--- src/hdl/u16r_pkg.sv ---
// ----------------------------------------------------------------------------
// u16r_pkg
// Shared types and constants for the 16550-style UART register model.
// ----------------------------------------------------------------------------
package u16r_pkg;

  localparam int unsigned DEF_RX_FIFO_DEPTH = 16;

  localparam logic [1:0] OP_READ  = 2'd0;
  localparam logic [1:0] OP_WRITE = 2'd1;
  localparam logic [1:0] OP_RECV  = 2'd2;

  localparam logic [1:0] KIND_NOP   = 2'd0;
  localparam logic [1:0] KIND_READ  = 2'd1;
  localparam logic [1:0] KIND_WRITE = 2'd2;
  localparam logic [1:0] KIND_RECV  = 2'd3;

  localparam logic [2:0] OFF_RBR = 3'd0;
  localparam logic [2:0] OFF_IER = 3'd1;
  localparam logic [2:0] OFF_IIR = 3'd2;
  localparam logic [2:0] OFF_LCR = 3'd3;
  localparam logic [2:0] OFF_MCR = 3'd4;
  localparam logic [2:0] OFF_LSR = 3'd5;
  localparam logic [2:0] OFF_MSR = 3'd6;
  localparam logic [2:0] OFF_SCR = 3'd7;

  localparam logic [7:0] IIR_NONE = 8'h01;
  localparam logic [7:0] IIR_THRE = 8'h02;
  localparam logic [7:0] IIR_RDA  = 8'h04;
  localparam logic [7:0] IIR_LSR  = 8'h06;

  localparam logic [7:0] LSR_FIXED   = 8'h60;
  localparam logic [7:0] LSR_ERR_MSK = 8'h1E;

  typedef struct packed {
    logic [1:0] kind;
    logic [2:0] offset;
    logic [7:0] data;
  } cmd_t;

endpackage

--- src/hdl/u16r_back.sv ---
// ----------------------------------------------------------------------------
// u16r_back
// Executes queued commands against the UART registers and the receive FIFO,
// and holds each result in an output register until it is taken.
// ----------------------------------------------------------------------------
module u16r_back #(
  parameter int unsigned RX_FIFO_DEPTH = u16r_pkg::DEF_RX_FIFO_DEPTH
) (
  input  logic            clk,
  input  logic            rst_n,
  input  logic            q_valid,
  input  u16r_pkg::cmd_t  q_cmd,
  output logic            q_pop,
  output logic            out_tvalid,
  input  logic            out_tready,
  output logic [23:0]     out_tdata
);
  import u16r_pkg::*;

  localparam int unsigned PTR_W = (RX_FIFO_DEPTH > 1) ? $clog2(RX_FIFO_DEPTH) : 1;
  localparam int unsigned CNT_W = $clog2(RX_FIFO_DEPTH + 1);

  logic [7:0]       mem [RX_FIFO_DEPTH];
  logic [7:0]       mem_q_r;

  logic [7:0]       lcr_r, lcr_nxt;
  logic [3:0]       ier_r, ier_nxt;
  logic [7:0]       iir_r, iir_nxt;
  logic [7:0]       mcr_r, mcr_nxt;
  logic             dr_r, dr_nxt;
  logic [7:0]       scr_r, scr_nxt;
  logic [15:0]      div_r, div_nxt;
  logic [PTR_W-1:0] head_r, head_nxt;
  logic [PTR_W-1:0] tail_r, tail_nxt;
  logic [CNT_W-1:0] cnt_r, cnt_nxt;

  logic             ov_r;
  logic [7:0]       rd_r, rd_nxt;
  logic             use_mem_r, use_mem_nxt;
  logic             txv_r, txv_nxt;
  logic [7:0]       txb_r, txb_nxt;
  logic             irq_r;
  logic             drop_r, drop_nxt;

  logic             adv;
  logic             exec;
  logic             dlab;
  logic             fifo_full;
  logic             fifo_empty;
  logic             push;
  logic             pop;
  logic [7:0]       lsr;
  logic [7:0]       iir_calc;
  logic [PTR_W-1:0] head_inc;
  logic [PTR_W-1:0] tail_inc;

  assign adv        = !ov_r || out_tready;
  assign exec       = q_valid && adv;
  assign q_pop      = exec;
  assign dlab       = lcr_r[7];
  assign fifo_full  = (cnt_r == CNT_W'(RX_FIFO_DEPTH));
  assign fifo_empty = (cnt_r == '0);
  assign lsr        = LSR_FIXED | {7'd0, dr_r};
  assign head_inc   = (head_r == PTR_W'(RX_FIFO_DEPTH - 1)) ? '0 : head_r + 1'b1;
  assign tail_inc   = (tail_r == PTR_W'(RX_FIFO_DEPTH - 1)) ? '0 : tail_r + 1'b1;

  always_comb begin
    if (q_cmd.data[1] && lsr[5]) begin
      iir_calc = IIR_THRE;
    end else if (q_cmd.data[0] && lsr[0]) begin
      iir_calc = IIR_RDA;
    end else if (q_cmd.data[2] && ((lsr & LSR_ERR_MSK) != 8'h00)) begin
      iir_calc = IIR_LSR;
    end else begin
      iir_calc = IIR_NONE;
    end
  end

  always_comb begin
    lcr_nxt     = lcr_r;
    ier_nxt     = ier_r;
    iir_nxt     = iir_r;
    mcr_nxt     = mcr_r;
    dr_nxt      = dr_r;
    scr_nxt     = scr_r;
    div_nxt     = div_r;
    head_nxt    = head_r;
    tail_nxt    = tail_r;
    cnt_nxt     = cnt_r;
    rd_nxt      = 8'h00;
    use_mem_nxt = 1'b0;
    txv_nxt     = 1'b0;
    txb_nxt     = 8'h00;
    drop_nxt    = 1'b0;
    push        = 1'b0;
    pop         = 1'b0;
    if (exec) begin
      case (q_cmd.kind)
        KIND_READ: begin
          case (q_cmd.offset)
            OFF_RBR: begin
              if (dlab) begin
                rd_nxt = div_r[7:0];
              end else if (!fifo_empty) begin
                pop         = 1'b1;
                use_mem_nxt = 1'b1;
                head_nxt    = head_inc;
                cnt_nxt     = cnt_r - 1'b1;
                if (cnt_r == CNT_W'(1)) begin
                  dr_nxt = 1'b0;
                end
              end
            end
            OFF_IER: rd_nxt = dlab ? div_r[15:8] : {4'd0, ier_r};
            OFF_IIR: rd_nxt = iir_r;
            OFF_LCR: rd_nxt = lcr_r;
            OFF_MCR: rd_nxt = mcr_r;
            OFF_LSR: rd_nxt = lsr;
            OFF_MSR: rd_nxt = 8'h00;
            default: rd_nxt = scr_r;
          endcase
        end
        KIND_WRITE: begin
          case (q_cmd.offset)
            OFF_RBR: begin
              if (dlab) begin
                div_nxt = {div_r[15:8], q_cmd.data};
              end else begin
                txv_nxt = 1'b1;
                txb_nxt = q_cmd.data;
                iir_nxt = IIR_THRE;
              end
            end
            OFF_IER: begin
              if (dlab) begin
                div_nxt = {q_cmd.data, div_r[7:0]};
              end else begin
                ier_nxt = q_cmd.data[3:0];
                iir_nxt = iir_calc;
              end
            end
            OFF_LCR: lcr_nxt = q_cmd.data;
            OFF_MCR: mcr_nxt = q_cmd.data;
            OFF_SCR: scr_nxt = q_cmd.data;
            default: ;
          endcase
        end
        KIND_RECV: begin
          if (fifo_full) begin
            drop_nxt = 1'b1;
          end else begin
            push     = 1'b1;
            tail_nxt = tail_inc;
            cnt_nxt  = cnt_r + 1'b1;
            dr_nxt   = 1'b1;
            if (ier_r[0]) begin
              iir_nxt = IIR_RDA;
            end
          end
        end
        default: ;
      endcase
    end
  end

  always_ff @(posedge clk) begin
    if (!rst_n) begin
      lcr_r  <= 8'h00;
      ier_r  <= 4'h0;
      iir_r  <= IIR_NONE;
      mcr_r  <= 8'h00;
      dr_r   <= 1'b0;
      scr_r  <= 8'h00;
      div_r  <= 16'h0001;
      head_r <= '0;
      tail_r <= '0;
      cnt_r  <= '0;
      ov_r   <= 1'b0;
    end else begin
      lcr_r  <= lcr_nxt;
      ier_r  <= ier_nxt;
      iir_r  <= iir_nxt;
      mcr_r  <= mcr_nxt;
      dr_r   <= dr_nxt;
      scr_r  <= scr_nxt;
      div_r  <= div_nxt;
      head_r <= head_nxt;
      tail_r <= tail_nxt;
      cnt_r  <= cnt_nxt;
      if (adv) begin
        ov_r <= q_valid;
      end
    end
  end

  always_ff @(posedge clk) begin
    if (exec) begin
      rd_r      <= rd_nxt;
      use_mem_r <= use_mem_nxt;
      txv_r     <= txv_nxt;
      txb_r     <= txb_nxt;
      irq_r     <= !iir_nxt[0];
      drop_r    <= drop_nxt;
    end
  end

  always_ff @(posedge clk) begin
    if (push) begin
      mem[tail_r] <= q_cmd.data;
    end
  end

  always_ff @(posedge clk) begin
    if (pop) begin
      mem_q_r <= mem[head_r];
    end
  end

  assign out_tvalid = ov_r;
  assign out_tdata  = {5'd0, drop_r, irq_r, txb_r, txv_r, use_mem_r ? mem_q_r : rd_r};

endmodule

--- config.mk ---
export PLATFORM = sky130hd
export DESIGN_NAME = u16r_back
export DESIGN_NICKNAME = d
export VERILOG_FILES = /design/src/hdl/u16r_pkg.sv /design/src/hdl/u16r_back.sv
export SDC_FILE = /design/constraint.sdc
export NUM_CORES = 1
export LEC_CHECK = 0
export ABC_AREA = 1
export BUFFER_PORTS_ARGS = -buffer_cell sky130_fd_sc_hd__buf_4
export CAP_MARGIN = 0
export CORE_MARGIN = 10
export CORE_UTILIZATION = 40
export CTS_CLUSTER_DIAMETER = 200
export DETAILED_ROUTE_END_ITERATION = 10
export GPL_ROUTABILITY_DRIVEN = 0
export SKIP_LAST_GASP = 1
export SLEW_MARGIN = 20
export SYNTH_ARGS = -nofsm -noshare
export SYNTH_HDL_FRONTEND = slang
export SYNTH_SLANG_ARGS = --single-unit
--- constraint.sdc ---
create_clock -name clk -period 2.65 [get_ports clk]
set_clock_uncertainty 0.15 [all_clocks]
set_input_delay 0.795 -clock clk [delete_from_list [all_inputs] [get_ports clk]]
set_output_delay 0.795 -clock clk [all_outputs]
set_load 0.03 [all_outputs]
==> summary.md <==
| Metric | Value |
|---|---|
| Status | `finished, final reports clean` |
| Maximum vdd drop | `0.3923 mV` |
| Initial antenna violation count | `0` |
| Multi-input logic area | `3030 sq um` |
| Die ar. | `29570 sq um` |
| Clock sink total | `218` |
| Min cycle time layout | `2.559 ns` |
| Area grow syn2layout | `15.59%` |
| Crit-path max cell delay | `~0.42 ns` |
| Yosys cell types | `38` |
| Global-route wire length before repair | `35.66 mm` |
| Max clock buf depth | `3` |
| Synth Flop Type | `edfxtp_1` |
| Vias in the first global route | `6462` |
| Detailed Route Iter0 Violations | `562` |
| Flop2flop setup slack | `between 0.4 and 0.5 ns` |
| Seq/Total Area, Yosys | `64.16%` |
| DRC viols | `0` |
| Post-CTS sizing | `0` |
| Avg Cell Area, Syn | `10.34 sq um` |
| DRT antenna net count | `0` |
| Number of synthesized flops with an enable pin | `156` |
| Fraction of registers with async set/reset | `0%` |
| Yosys warning total | `0` |
| Final core occ | `47.01%` |
| GRT Overall Usage | `15.39%` |
| Startpoint types | `flop` |
| CTS tree | `built` |
| Die X | `about 170 microns` |
| WHS Endpoint | `div_r[6]$_SDFFE_PN0P_` |
| Largest net degree at the start of global routing | `between 40 and 50` |
| Io pins | `43` |
| Reg2reg end | `mem[0][7]$_DFFE_PP_` |
| Synth Instances | `893` |
| Die height | `around 170 microns` |
| Min-Delay Path Class | `flop to flop` |
| Setup WS post-layout | `0.09089 ns` |
| HPWL after detailed placement | `14.83 mm` |
| Final cycle utilization of the critical path | `96.57%` |
| Clock root cell | `clkbuf_16` |
| Filler cells | `2088` |
| # rows | `55` |
| Critical path endpoint category | `output port` |
| Share of layout cells above drive strength 1 | `15.72%` |
| Later-pin clock latency in the skew report | `0.51 ns` |
| Hold_buf cts | `0` |
| Number of CTS-inserted buffers | `25` |
| Dpl ws | `0.1988 ns` |
| Vias | `roughly 6500` |
| RSZ-0062 raised after global routing | `false` |
| Port Buffer Count | `37` |
| Critical Path AT | `approximately 1.6 ns` |
| Largest fanout on the critical path | `6` |
| Slew Limit Fails | `0` |
| Fin Setup TNS | `0 ns` |
| Delay-heaviest family, CP | `flip-flops` |
| Slowest-stage cell, CP | `edfxtp_1` |
| Hold wc startpoint | `div_r[6]$_SDFFE_PN0P_` |
| Vias/cell | `between 5 and 6` |
| Initial Utilization | `40.67%` |
| Final net count | `962` |
| Final WL | `approximately 23 mm` |
| Worst slew pin tran | `approximately 0.72 ns` |
| Clk slew on worst S/H paths | `0.06 ns` |
| Core area | `22710 sq um` |
| Number of max-cap violations | `0` |
| DRT Pass-1 Iters | `5` |
| Normalized max-slew margin | `52.26%` |
| Hold path depth | `2` |
| Critical Path RT | `roughly 1.7 ns` |
| Register area | `5927 sq um` |
| Flops & latches, synth | `approximately 220` |
| CP Buf/Inv Count | `2` |
| # setup viols final | `0` |
| H-Tree Depth | `1` |
| P_leak | `roughly 3.8 nW` |
| CP Class | `flop to output port` |
| Fmax | `390.8 MHz` |
| Area of the mapped netlist | `9236 sq um` |
| WL per Instance | `~18 microns` |
| Worst reg-to-reg path cell count | `7` |
| Critical Path, Cell by Cell | `buf_12 > mux2_2 > buf_4` |
| Final antenna diode count | `0` |
| Reg-to-reg startpoint | `cnt_r[0]$_SDFFE_PN0P_` |
| Pwr dens | `roughly 680 nW/um^2` |
| Hold Fails Final Rpt | `0` |
| GRT overflow | `0` |
-- worst reg2reg max path: cells and delay by family, from the launching register on --
kind,cells,cell delay [ns]
buffers and inverters,2,0.27
DFF,1,0.42
adders and majority gates,1,0.25
and+or+nand+nor,4,0.81
-- registers in the layout (all words and copies together) (netlist names) --
register,count
cnt_r,5
div_r,16
dr_r,1
drop_r,1
head_r,4
ier_r,4
iir_r,3
irq_r,1
lcr_r,8
mcr_r,8
mem,128
mem_q_r,8
out_tvalid,1
rd_r,8
scr_r,8
tail_r,4
txb_r,8
txv_r,1
use_mem_r,1
-- cell usage after synthesis, drive strengths merged (2+ instances only) --
cell type	n	area (sq um)
edfxtp	156	4684
o211ai	16	120.1
clkinv	3	11.26
a21oi	66	349.1
nor2	136	563.0
ha	9	112.6
nor3	10	71.32
xor2	4	35.03
a41oi	3	26.28
buf	18	127.6
clkbuf	24	90.09
a31oi	2	12.51
nand3	29	150.1
nand2	143	554.3
o21ai	125	633.1
inv	53	198.9
dfxtp	62	1241
mux2	8	90.09
nand4	6	37.54
o22ai	16	100.1
-- placed cells by master (no fill, tap or decap), types with 2 or more instances in the layout --
| cell | n |
|---|---|
| conb_1 | 5 |
| clkbuf_1 | 9 |
| nand2_1 | 135 |
| nor3_2 | 2 |
| nor2_2 | 6 |
| edfxtp_1 | 156 |
| dfxtp_1 | 61 |
| o21ai_1 | 2 |
| clkbuf_16 | 25 |
| clkinv_2 | 4 |
| nor2_4 | 20 |
| buf_4 | 53 |
| nor2_1 | 110 |
| xor2_1 | 4 |
| o211ai_1 | 16 |
| o21ai_2 | 2 |
| inv_2 | 12 |
| nand4_1 | 6 |
| nand2_2 | 7 |
| o22ai_1 | 16 |
| nor3_1 | 7 |
| a41oi_1 | 3 |
| ha_1 | 9 |
| inv_1 | 39 |
| a21oi_1 | 63 |
| o21ai_0 | 121 |
| mux2_2 | 8 |
| a21oi_2 | 2 |
| clkinv_1 | 10 |
| nand3_1 | 27 |
| a31oi_1 | 2 |
-- metal layers --
| layer | up-vias | GRT usage (%) | share of wire (%) |
|---|---|---|---|
| met3 | 28 | 2.348 | 5.4 |
| met2 | 159 | 26.06 | 48 |
| li1 | 3201 | - | - |
| met1 | 3144 | 20.12 | 45 |
| met4 | 0 | 4.048 | 1.7 |
| met5 | - | 0 | 0 |
-- logic make-up (layout without fill, tap and decap cells) --
kind of cell | after synthesis | after routing | share of synthesized area (%)
other cells | 1 | 5 | 0.04060
flops | 218 | 218 | 64.16
compound gates | 230 | 230 | 13.60
simple gates | 324 | 324 | 14.90
buf+inv | 98 | 155 | 4.633
mux | 8 | 8 | 0.9754
xor+xnor | 5 | 5 | 0.4741
fa+ha+maj | 9 | 9 | 1.219
-- stage by stage --
step,power [mW],cells,hold WS [ns],area (sq um)
4_1_cts,7.279,1238,0.3175,10660
3_3_place_gp,4.181,1193,0.3054,9925
2_1_floorplan,4.022,897,0.2745,9387
5_1_grt,7.460,1239,0.3306,10680
6_report,7.229,1239,0.3169,10680
3_5_place_dp,4.185,1193,0.3089,9925
-- how the worst max path moves through the flow --
stage | cells after the start | startpoint | endpoint | slack [ns]
3_5_place_dp | 7 | q_valid | mem[0][6]$_DFFE_PP_ | 0.20
6_report | 3 | use_mem_r$_DFFE_PP_ | out_tdata[4] | 0.09
4_1_cts | 2 | use_mem_r$_DFFE_PP_ | out_tdata[4] | 0.006
2_1_floorplan | 6 | q_valid | mem[13][0]$_DFFE_PP_ | -0.02
5_1_grt | 3 | use_mem_r$_DFFE_PP_ | out_tdata[4] | 0.06
3_3_place_gp | 7 | q_valid | mem[0][4]$_DFFE_PP_ | 0.24
-- timing repair --
item	4_1_cts	5_1_grt
hold endpoints to repair	0	0
endpoints found under the setup margin	0	7
buffers inserted	0	1
-- report_power, final --
part	internal [mW]	switching (mW)	leakage, nW	total [mW]
clock network	1.83	1.29	0.358	3.12
logic	0.119	0.279	1.53	0.398
registers	3.69	0.0260	1.93	3.71
total	5.63	1.60	3.81	7.23
-- area by class of cell --
cell class                      instances  area share (%)
Sequential cell                       218           55.51
Multi-Input combinational cell        581           28.38
Tap cell                              285           3.340
Clock inverter                         11          0.6797
Clock buffer                           34           6.176
Inverter                               56           1.992
Timing Repair Buffer                   54           3.914
Power figures use the tool's default switching activity.
